--- src/pva_pkg.sv ---
// ---------------------------------------------------------------------------
// pva_pkg: shared types and constants for the priority voice allocator
// Voice pool size, field widths, operation and status codes, scan state.
// ---------------------------------------------------------------------------
package pva_pkg;

   localparam int VOICES = 8;
   localparam int IDX_W  = (VOICES > 1) ? $clog2(VOICES) : 1;
   localparam int CNT_W  = $clog2(VOICES + 1);
   localparam int LIM_W  = 4;
   localparam int CMP_W  = (CNT_W > LIM_W) ? CNT_W : LIM_W;
   localparam int MASK_W = 8;
   localparam int TAG_W  = 8;
   localparam int PRIO_W = 8;
   localparam int VOL_W  = 15;

   localparam int VOL_MIN = -10000;
   localparam int VOL_MAX = 0;
   localparam int MASTER_RESET = -2000;

   typedef enum logic [1:0] {
      OP_PLAY     = 2'd0,
      OP_FINISH   = 2'd1,
      OP_STOP_ALL = 2'd2
   } op_type;

   typedef enum logic [1:0] {
      STATUS_STARTED  = 2'd0,
      STATUS_REJECTED = 2'd1,
      STATUS_CASCADE  = 2'd2,
      STATUS_FREED    = 2'd3
   } status_type;

   typedef enum logic [2:0] {
      S_IDLE,
      S_SCAN,
      S_DECIDE,
      S_SWEEP,
      S_MISC,
      S_DONE
   } state_type;

   // one voice entry as seen by the scan step
   typedef struct packed {
      logic              busy;
      logic [TAG_W-1:0]  tag;
      logic [PRIO_W-1:0] prio;
      logic [IDX_W-1:0]  idx;
   } entry_type;

   // running result of the voice scan
   typedef struct packed {
      logic              idle_found;
      logic [IDX_W-1:0]  idle_idx;
      logic              victim_found;
      logic [IDX_W-1:0]  victim_idx;
      logic [PRIO_W-1:0] low_prio;
      logic [CNT_W-1:0]  count;
   } scan_acc_type;

   // stopped_mask bit of a voice; voices above the mask width have none
   function automatic logic [MASK_W-1:0] voice_bit(input logic [IDX_W-1:0] i);
      logic [MASK_W-1:0] b;
      b = '0;
      if (32'(i) < MASK_W) begin
         b = MASK_W'(1) << i;
      end
      return b;
   endfunction

endpackage

--- src/pva_scan_step.sv ---
// ---------------------------------------------------------------------------
// pva_scan_step: one step of the voice scan
// Folds one voice entry into the running idle / victim / tag-count result
// and flags a busy voice holding the requested tag.
// ---------------------------------------------------------------------------
module pva_scan_step (
   input  pva_pkg::entry_type         entry,
   input  logic [pva_pkg::TAG_W-1:0]  req_tag,
   input  pva_pkg::scan_acc_type      acc_cur,
   output pva_pkg::scan_acc_type      acc_next,
   output logic                       tag_hit
);

   logic tag_eq;

   assign tag_eq  = (entry.tag == req_tag);
   assign tag_hit = entry.busy && tag_eq;

   always_comb begin
      acc_next = acc_cur;
      if (!entry.busy) begin
         if (!acc_cur.idle_found) begin
            acc_next.idle_found = 1'b1;
            acc_next.idle_idx   = entry.idx;
         end
      end else begin
         if (tag_eq) begin
            acc_next.count = acc_cur.count + pva_pkg::CNT_W'(1);
         end
         // ties go to the later voice
         if (entry.prio <= acc_cur.low_prio) begin
            acc_next.low_prio     = entry.prio;
            acc_next.victim_found = 1'b1;
            acc_next.victim_idx   = entry.idx;
         end
      end
   end

endmodule

--- src/priority_voice_allocator_unit.sv ---
// ---------------------------------------------------------------------------
// priority_voice_allocator_unit: voice pool allocator with priority stealing
// Play, finish and stop-all requests against a pool of VOICES voices.
// ---------------------------------------------------------------------------
// Usage:
//   req_* is a valid/ready request channel; rsp_* returns exactly one result
//   per request on a valid/ready channel. csr_we/csr_wdata write the master
//   volume; write it only while the block is idle, which the block itself
//   does not enforce. A play request scans the voices one per cycle
//   through a single shared compare step. Its steps are capture, scan,
//   decide, then a sweep over the voices by tag when the cascade limit is
//   hit, then the load of the result register. Finish and stop-all go
//   through capture, the misc step and the result register load.
//   req_ready is high only while no request is in progress. A new request
//   may be taken while the previous result still waits on rsp_ready; it
//   holds in its last step until the result register is free.
//   Reset (synchronous, active high) frees all voices, sets master volume
//   to -2000 and drops rsp_valid.
// ---------------------------------------------------------------------------
module priority_voice_allocator_unit (
   input  logic                              clock,
   input  logic                              reset,
   input  logic                              req_valid,
   output logic                              req_ready,
   input  logic [1:0]                        req_op,
   input  logic [pva_pkg::TAG_W-1:0]         req_tag_id,
   input  logic [pva_pkg::PRIO_W-1:0]        req_priority_req,
   input  logic [pva_pkg::LIM_W-1:0]         req_cascade_limit,
   input  logic signed [pva_pkg::VOL_W-1:0]  req_volume_offset,
   input  logic [2:0]                        req_finished_voice,
   output logic                              rsp_valid,
   input  logic                              rsp_ready,
   output logic [1:0]                        rsp_status,
   output logic [2:0]                        rsp_voice,
   output logic                              rsp_stole,
   output logic [pva_pkg::MASK_W-1:0]        rsp_stopped_mask,
   output logic signed [pva_pkg::VOL_W-1:0]  rsp_voice_volume,
   input  logic                              csr_we,
   input  logic signed [pva_pkg::VOL_W-1:0]  csr_wdata
);

   localparam logic [pva_pkg::IDX_W-1:0] LAST_IDX = pva_pkg::IDX_W'(pva_pkg::VOICES - 1);

   // control state
   pva_pkg::state_type                 state_ff, state_in;
   logic [pva_pkg::VOICES-1:0]         busy_ff, busy_in;
   logic signed [pva_pkg::VOL_W-1:0]   master_ff, master_in;
   logic                               rsp_valid_ff, rsp_valid_in;

   // voice entries
   logic [pva_pkg::TAG_W-1:0]          tag_ff  [pva_pkg::VOICES];
   logic [pva_pkg::PRIO_W-1:0]         prio_ff [pva_pkg::VOICES];
   logic                               entry_we;
   logic [pva_pkg::IDX_W-1:0]          entry_wa;

   // captured request
   logic [1:0]                         op_ff, op_in;
   logic [pva_pkg::TAG_W-1:0]          rtag_ff, rtag_in;
   logic [pva_pkg::PRIO_W-1:0]         rprio_ff, rprio_in;
   logic [pva_pkg::LIM_W-1:0]          limit_ff, limit_in;
   logic signed [pva_pkg::VOL_W-1:0]   offset_ff, offset_in;
   logic [2:0]                         fin_ff, fin_in;

   // sequencer datapath
   logic [pva_pkg::IDX_W-1:0]          idx_ff, idx_in;
   pva_pkg::scan_acc_type              acc_ff, acc_in, acc_step;
   pva_pkg::entry_type                 entry;
   logic                               tag_hit;

   // pending result
   pva_pkg::status_type                res_status_ff, res_status_in;
   logic [2:0]                         res_voice_ff, res_voice_in;
   logic                               res_stole_ff, res_stole_in;
   logic [pva_pkg::MASK_W-1:0]         res_mask_ff, res_mask_in;
   logic signed [pva_pkg::VOL_W-1:0]   res_vol_ff, res_vol_in;

   // output register
   pva_pkg::status_type                rsp_status_ff, rsp_status_in;
   logic [2:0]                         rsp_voice_ff, rsp_voice_in;
   logic                               rsp_stole_ff, rsp_stole_in;
   logic [pva_pkg::MASK_W-1:0]         rsp_mask_ff, rsp_mask_in;
   logic signed [pva_pkg::VOL_W-1:0]   rsp_vol_ff, rsp_vol_in;

   // decide helpers
   logic                               cascade_hit;
   logic                               steal;
   logic [pva_pkg::IDX_W-1:0]          chosen;
   logic signed [pva_pkg::VOL_W:0]     vol_sum;
   logic signed [pva_pkg::VOL_W-1:0]   vol_clamped;
   logic [pva_pkg::IDX_W-1:0]          fin_idx;
   logic [pva_pkg::VOICES+pva_pkg::MASK_W-1:0] busy_wide;

   assign entry.busy = busy_ff[idx_ff];
   assign entry.tag  = tag_ff[idx_ff];
   assign entry.prio = prio_ff[idx_ff];
   assign entry.idx  = idx_ff;

   pva_scan_step u_scan_step (
      .entry    (entry),
      .req_tag  (rtag_ff),
      .acc_cur  (acc_ff),
      .acc_next (acc_step),
      .tag_hit  (tag_hit)
   );

   assign cascade_hit = pva_pkg::CMP_W'(acc_ff.count) >= pva_pkg::CMP_W'(limit_ff);
   assign steal       = !acc_ff.idle_found;
   assign chosen      = acc_ff.idle_found ? acc_ff.idle_idx : acc_ff.victim_idx;
   assign vol_sum     = (pva_pkg::VOL_W+1)'(master_ff) + (pva_pkg::VOL_W+1)'(offset_ff);
   assign fin_idx     = pva_pkg::IDX_W'(fin_ff);
   assign busy_wide   = (pva_pkg::VOICES+pva_pkg::MASK_W)'(busy_ff);

   always_comb begin
      if (vol_sum < (pva_pkg::VOL_W+1)'(pva_pkg::VOL_MIN)) begin
         vol_clamped = pva_pkg::VOL_W'(pva_pkg::VOL_MIN);
      end else if (vol_sum > (pva_pkg::VOL_W+1)'(pva_pkg::VOL_MAX)) begin
         vol_clamped = pva_pkg::VOL_W'(pva_pkg::VOL_MAX);
      end else begin
         vol_clamped = pva_pkg::VOL_W'(vol_sum);
      end
   end

   assign req_ready = (state_ff == pva_pkg::S_IDLE);

   always_comb begin
      state_in      = state_ff;
      busy_in       = busy_ff;
      master_in     = csr_we ? csr_wdata : master_ff;
      rsp_valid_in  = rsp_valid_ff;
      entry_we      = 1'b0;
      entry_wa      = chosen;
      op_in         = op_ff;
      rtag_in       = rtag_ff;
      rprio_in      = rprio_ff;
      limit_in      = limit_ff;
      offset_in     = offset_ff;
      fin_in        = fin_ff;
      idx_in        = idx_ff;
      acc_in        = acc_ff;
      res_status_in = res_status_ff;
      res_voice_in  = res_voice_ff;
      res_stole_in  = res_stole_ff;
      res_mask_in   = res_mask_ff;
      res_vol_in    = res_vol_ff;
      rsp_status_in = rsp_status_ff;
      rsp_voice_in  = rsp_voice_ff;
      rsp_stole_in  = rsp_stole_ff;
      rsp_mask_in   = rsp_mask_ff;
      rsp_vol_in    = rsp_vol_ff;

      if (rsp_valid_ff && rsp_ready) begin
         rsp_valid_in = 1'b0;
      end

      case (state_ff)
         pva_pkg::S_IDLE: begin
            if (req_valid) begin
               op_in     = req_op;
               rtag_in   = req_tag_id;
               rprio_in  = req_priority_req;
               limit_in  = req_cascade_limit;
               offset_in = req_volume_offset;
               fin_in    = req_finished_voice;
               idx_in    = '0;
               acc_in    = '0;
               acc_in.low_prio = req_priority_req;
               res_status_in = pva_pkg::STATUS_FREED;
               res_voice_in  = '0;
               res_stole_in  = 1'b0;
               res_mask_in   = '0;
               res_vol_in    = '0;
               state_in = (req_op == pva_pkg::OP_PLAY) ? pva_pkg::S_SCAN : pva_pkg::S_MISC;
            end
         end

         pva_pkg::S_SCAN: begin
            acc_in = acc_step;
            idx_in = idx_ff + pva_pkg::IDX_W'(1);
            if (idx_ff == LAST_IDX) begin
               state_in = pva_pkg::S_DECIDE;
            end
         end

         pva_pkg::S_DECIDE: begin
            state_in = pva_pkg::S_DONE;
            if (steal && !acc_ff.victim_found) begin
               res_status_in = pva_pkg::STATUS_REJECTED;
            end else begin
               res_stole_in = steal;
               if (steal) begin
                  busy_in[acc_ff.victim_idx] = 1'b0;
                  res_mask_in = pva_pkg::voice_bit(acc_ff.victim_idx);
               end
               if (cascade_hit) begin
                  res_status_in = pva_pkg::STATUS_CASCADE;
                  res_voice_in  = steal ? 3'(chosen) : 3'd0;
                  idx_in        = '0;
                  state_in      = pva_pkg::S_SWEEP;
               end else begin
                  busy_in[chosen] = 1'b1;
                  entry_we        = 1'b1;
                  res_status_in   = pva_pkg::STATUS_STARTED;
                  res_voice_in    = 3'(chosen);
                  res_vol_in      = vol_clamped;
               end
            end
         end

         pva_pkg::S_SWEEP: begin
            // stop every busy voice still holding the tag
            if (tag_hit) begin
               busy_in[idx_ff] = 1'b0;
               res_mask_in = res_mask_ff | pva_pkg::voice_bit(idx_ff);
            end
            idx_in = idx_ff + pva_pkg::IDX_W'(1);
            if (idx_ff == LAST_IDX) begin
               state_in = pva_pkg::S_DONE;
            end
         end

         pva_pkg::S_MISC: begin
            state_in = pva_pkg::S_DONE;
            case (op_ff)
               pva_pkg::OP_FINISH: begin
                  if ((32'(fin_ff) < pva_pkg::VOICES) && busy_ff[fin_idx]) begin
                     busy_in[fin_idx] = 1'b0;
                     res_mask_in = pva_pkg::voice_bit(fin_idx);
                  end
               end
               pva_pkg::OP_STOP_ALL: begin
                  res_mask_in = busy_wide[pva_pkg::MASK_W-1:0];
                  busy_in     = '0;
               end
               default: begin
               end
            endcase
         end

         pva_pkg::S_DONE: begin
            if (!rsp_valid_ff || rsp_ready) begin
               rsp_valid_in  = 1'b1;
               rsp_status_in = res_status_ff;
               rsp_voice_in  = res_voice_ff;
               rsp_stole_in  = res_stole_ff;
               rsp_mask_in   = res_mask_ff;
               rsp_vol_in    = res_vol_ff;
               state_in      = pva_pkg::S_IDLE;
            end
         end

         default: begin
            state_in = pva_pkg::S_IDLE;
         end
      endcase
   end

   always_ff @(posedge clock) begin
      if (reset) begin
         state_ff     <= pva_pkg::S_IDLE;
         busy_ff      <= '0;
         master_ff    <= pva_pkg::VOL_W'(pva_pkg::MASTER_RESET);
         rsp_valid_ff <= 1'b0;
      end else begin
         state_ff     <= state_in;
         busy_ff      <= busy_in;
         master_ff    <= master_in;
         rsp_valid_ff <= rsp_valid_in;
      end
   end

   always_ff @(posedge clock) begin
      op_ff         <= op_in;
      rtag_ff       <= rtag_in;
      rprio_ff      <= rprio_in;
      limit_ff      <= limit_in;
      offset_ff     <= offset_in;
      fin_ff        <= fin_in;
      idx_ff        <= idx_in;
      acc_ff        <= acc_in;
      res_status_ff <= res_status_in;
      res_voice_ff  <= res_voice_in;
      res_stole_ff  <= res_stole_in;
      res_mask_ff   <= res_mask_in;
      res_vol_ff    <= res_vol_in;
      rsp_status_ff <= rsp_status_in;
      rsp_voice_ff  <= rsp_voice_in;
      rsp_stole_ff  <= rsp_stole_in;
      rsp_mask_ff   <= rsp_mask_in;
      rsp_vol_ff    <= rsp_vol_in;
      if (entry_we) begin
         tag_ff[entry_wa]  <= rtag_ff;
         prio_ff[entry_wa] <= rprio_ff;
      end
   end

   assign rsp_valid        = rsp_valid_ff;
   assign rsp_status       = rsp_status_ff;
   assign rsp_voice        = rsp_voice_ff;
   assign rsp_stole        = rsp_stole_ff;
   assign rsp_stopped_mask = rsp_mask_ff;
   assign rsp_voice_volume = rsp_vol_ff;

endmodule
--- config.mk ---
export PLATFORM = sky130hd
export DESIGN_NAME = priority_voice_allocator_unit
export DESIGN_NICKNAME = d
export VERILOG_FILES = /design/src/pva_pkg.sv /design/src/pva_scan_step.sv /design/src/priority_voice_allocator_unit.sv
export SDC_FILE = /design/constraint.sdc
export NUM_CORES = 1
export LEC_CHECK = 0
export ABC_CLOCK_PERIOD_IN_PS = 3600
export BUFFER_PORTS_ARGS = -buffer_cell sky130_fd_sc_hd__buf_2
export CAP_MARGIN = 20
export CORE_MARGIN = 3
export CORE_UTILIZATION = 53
export CTS_CLUSTER_SIZE = 24
export DETAILED_ROUTE_END_ITERATION = 10
export GPL_TIMING_DRIVEN = 0
export PLACE_DENSITY = 0.73
export SYNTH_ARGS = -nofsm -noshare
export SYNTH_HDL_FRONTEND = slang
export SYNTH_HIERARCHICAL = 1
export SYNTH_SLANG_ARGS = --single-unit
--- constraint.sdc ---
create_clock -name clock -period 3.6 [get_ports clock]
set_clock_uncertainty 0.05 [all_clocks]
set_input_delay 0.36 -clock clock [delete_from_list [all_inputs] [get_ports clock]]
set_output_delay 0.36 -clock clock [all_outputs]
set_load 0.1 [all_outputs]
==> summary.txt <==
Status
  – Status: finished, final reports clean

Logic synthesis
  – Synth warn: 6
  – Synth cell types: 75
  – Synth area leader: edfxtp_1
  – Number of flops mapped to enable cells by yosys: 249
  – #FFs+latches synth: 279
  – Ys async rst share: 0
  – Cells after Synth: 874
  – Syn avg cell area: 14.4 µm²
  – Share of the synthesized area in the top cell type: 0.594
  – Primary FF master, synth: edfxtp_1
  – Top cells by area, synth: edfxtp_1, mux4_2, dfxtp_1
  – Register area share after synthesis: 0.642
  – Net count after synthesis: 969
  – Mapped Area: 12600 µm²

STA
  – Fin crit period: 3.43 ns
  – Final setup fails: 0
  – Maximum clock rate: 292 MHz
  – Hold Fails Final Rpt: 0
  – Unrepaired setup endpoints after global routing: no
  – Max transition margin: 0.439
  – Fin crit share: 0.952
  – Pins Over Slew Limit: 0
  – Worst Slack Setup Final: 0.175 ns
  – Sum Neg Setup Slack: 0 ns
  – Worst-margin pin slew: 0.840 ns
  – WHS: 0.0166 ns

Run
  – Max Cap Viol: 0

Final layout
  – Multi-input logic area: 4270 µm²
  – Commonest non-fill, non-tap cell in the layout: edfxtp_1
  – Final Util: 0.660
  – Fillcell total: 1675
  – Most frequent cells in the layout: edfxtp_1, buf_2, nor2_1
  – Share of cells above drive strength 1: 0.246
  – ANT cells: 0
  – Nets: 1151
  – Reg area: 8080 µm²
  – Area growth syn-to-layout: 20.6%

Placement
  – Routability cong.: 0.924
  – Half-perimeter wire length after placement: 18800 µm
  – Port Buffer Count: 90
  – Setup WS pre-CTS: -0.572 ns

Power
  – Leakage Power: 5.51 nW
  – P per Cell Area: 601 nW/µm²
  – VDD IR max: 0.413 mV

Critical path
  – Setup slack, reg-to-reg: 0.17 ns
  – Worst Path Required: 3.83 ns
  – Setup Crit Path Kind: flop to flop
  – Worst reg2reg endpoint: acc_ff[9]
  – FF-to-FF path depth: 11
  – Crit path DAT: 3.66 ns
  – Worst Setup Start Kind: flop
  – CP Capture Type: flop
  – Crit-path max FO: 10

Hold path
  – Hold Path Depth: 1
  – Hold path endpoint: rprio_ff[7]
  – Hold wc startpoint: req_priority_req[7]
  – Min-Delay Path Class: primary input to flop

GRT
  – GRT Util Overall: 0.217
  – Vias in the first global route: 7944
  – Initial antenna violation count: 0
  – Largest net degree at the start of global routing: 36
  – First-pass GRT wire length: 44000 µm
  – Grt ovf: 0

Routing
  – WL/cell: 20.1 µm
  – Drt total wl: 27900 µm
  – Via Count: 7882
  – DRT Pass-1 Iters: 5
  – Iter 0 DRT Violations: 620
  – Number of vias per cell: 5.66
  – Antenna Violating Nets Remaining: 0
  – DRC Markers: 0

Clocking
  – Clk buf depth: 3
  – CTS tree: built
  – Clock slew at reported path FFs: 0.07 ns
  – Clock latency on the worst-skew pair: 0.54 ns
  – Clock Root Buffer: clkbuf_16
  – Clock Sinks: 279
  – Cts bufs inserted: 29
  – Htree depth: 1

Die
  – Die Span Y: 160 µm
  – Die X: 160 µm
  – Ports: 91
  – FP Rows: 55
  – Initial Util: 0.548
  – CORE AREA: 23000 µm²
  – Die area: 25600 µm²
-- timing repair --
item,CTS,global route
hold buffers,51,0
pin swaps,0,1
hold endpoints to repair,51,0
resized for setup,13,4
cloned,0,0
endpoints found under the setup margin,29,24
setup buffers,0,2
-- routing by layer --
layer | vias to the layer above | part of all wire | track usage
li1 | 3726 | - | -
met4 | 0 | 0.025 | 0.0619
met2 | 270 | 0.49 | 0.360
met5 | - | 0 | 0
met3 | 50 | 0.060 | 0.0353
met1 | 3836 | 0.43 | 0.299
-- synthesized netlist by cell type (3+ instances only) --
master and number:
inv_1 30, nand2_1 48, a21o_1 10, xnor2_1 11, xor2_1 10, mux4_2 33, a211o_1 6, buf_1 6
o22ai_1 6, mux2i_1 15, and2_1 16, mux2_2 31, ha_1 34, o21a_1 3, clkbuf_1 29, nor3_1 12
o41ai_1 3, nor2_1 68, or2_2 5, nand3_1 17, o32ai_1 4, dfxtp_1 30, nor2b_1 15, mux2_4 9
edfxtp_1 249, o31ai_1 4, nand4_1 12, a21oi_1 52, a211oi_1 7, o221ai_1 9, nand2b_1 7, a31oi_1 10
o21ai_0 19, o211ai_1 3
-- worst max-delay path by stage --
stage                    from              to
global placement    idx_ff[0]  res_mask_ff[0]
global route             flop       acc_ff[9]
floorplan                flop      acc_ff[10]
finish                   flop       acc_ff[9]
CTS                      flop      acc_ff[11]
detailed placement  idx_ff[0]  res_mask_ff[0]
-- sequential cells by signal, indices dropped and copies added, names as in the netlist, 3 cells and up, named ones only --
name and count:
acc_ff 20, prio_ff 64, busy_ff 8, res_mask_ff 8
idx_ff 3, rsp_voice 3, offset_ff 15, res_voice_ff 3
rsp_stopped_mask 8, limit_ff 4, state_ff 3, rprio_ff 8
res_vol_ff 15, rsp_voice_volume 15, rtag_ff 8, fin_ff 3
tag_ff 64, master_ff 15
-- final cells by class --
cell class / count / area share
flip-flops and latches: 279 / 0.532
multi-input cells: 525 / 0.281
repair buffers: 152 / 0.0749
clock buffers: 37 / 0.0518
well taps: 313 / 0.0258
clock inverters: 17 / 0.0139
plain buffers: 38 / 0.0124
inverters: 31 / 0.00767
-- kinds of logic (layout without fill, tap and decap cells) --
group	Yosys count	in the layout	synth area share
AND/OR/NAND/NOR	219	219	0.0858
XOR/XNOR	21	21	0.0146
AO/OA/AOI/OAI	162	162	0.0909
adder cells (fa/ha/maj)	35	35	0.0354
flip-flops	279	279	0.642
buffers and inverters	70	275	0.0222
multiplexers	88	88	0.109
-- power by group --
part | total, mW | internal (mW) | switching, mW | leakage (nW)
Combinational | 2.05 | 0.883 | 1.17 | 2.46
Clock | 3.09 | 1.90 | 1.19 | 0.492
Sequential | 3.99 | 3.81 | 0.177 | 2.55
Total | 9.13 | 6.59 | 2.53 | 5.51
-- worst max-delay path: stages, from the launching register on --
cell and delay, ns:
dfxtp_2 0.42, buf_6 0.23, mux4_2 0.52, mux2_2 0.32, ha_1 0.33, nand4_1 0.10, nand2b_1 0.16, a21o_1 0.16
nand3_2 0.11, buf_6 0.19, mux2_4 0.30, mux2_2 0.26
-- metrics by stage --
step	cell area, µm²	power, mW	cells
after floorplan	12600	5.49	874
after detailed placement	13600	6.03	1286
after global placement	13400	5.96	1277
after CTS	15200	9.18	1390
after global routing	15200	9.54	1392
final	15200	9.13	1392
(Power assumes the default switching activity.)
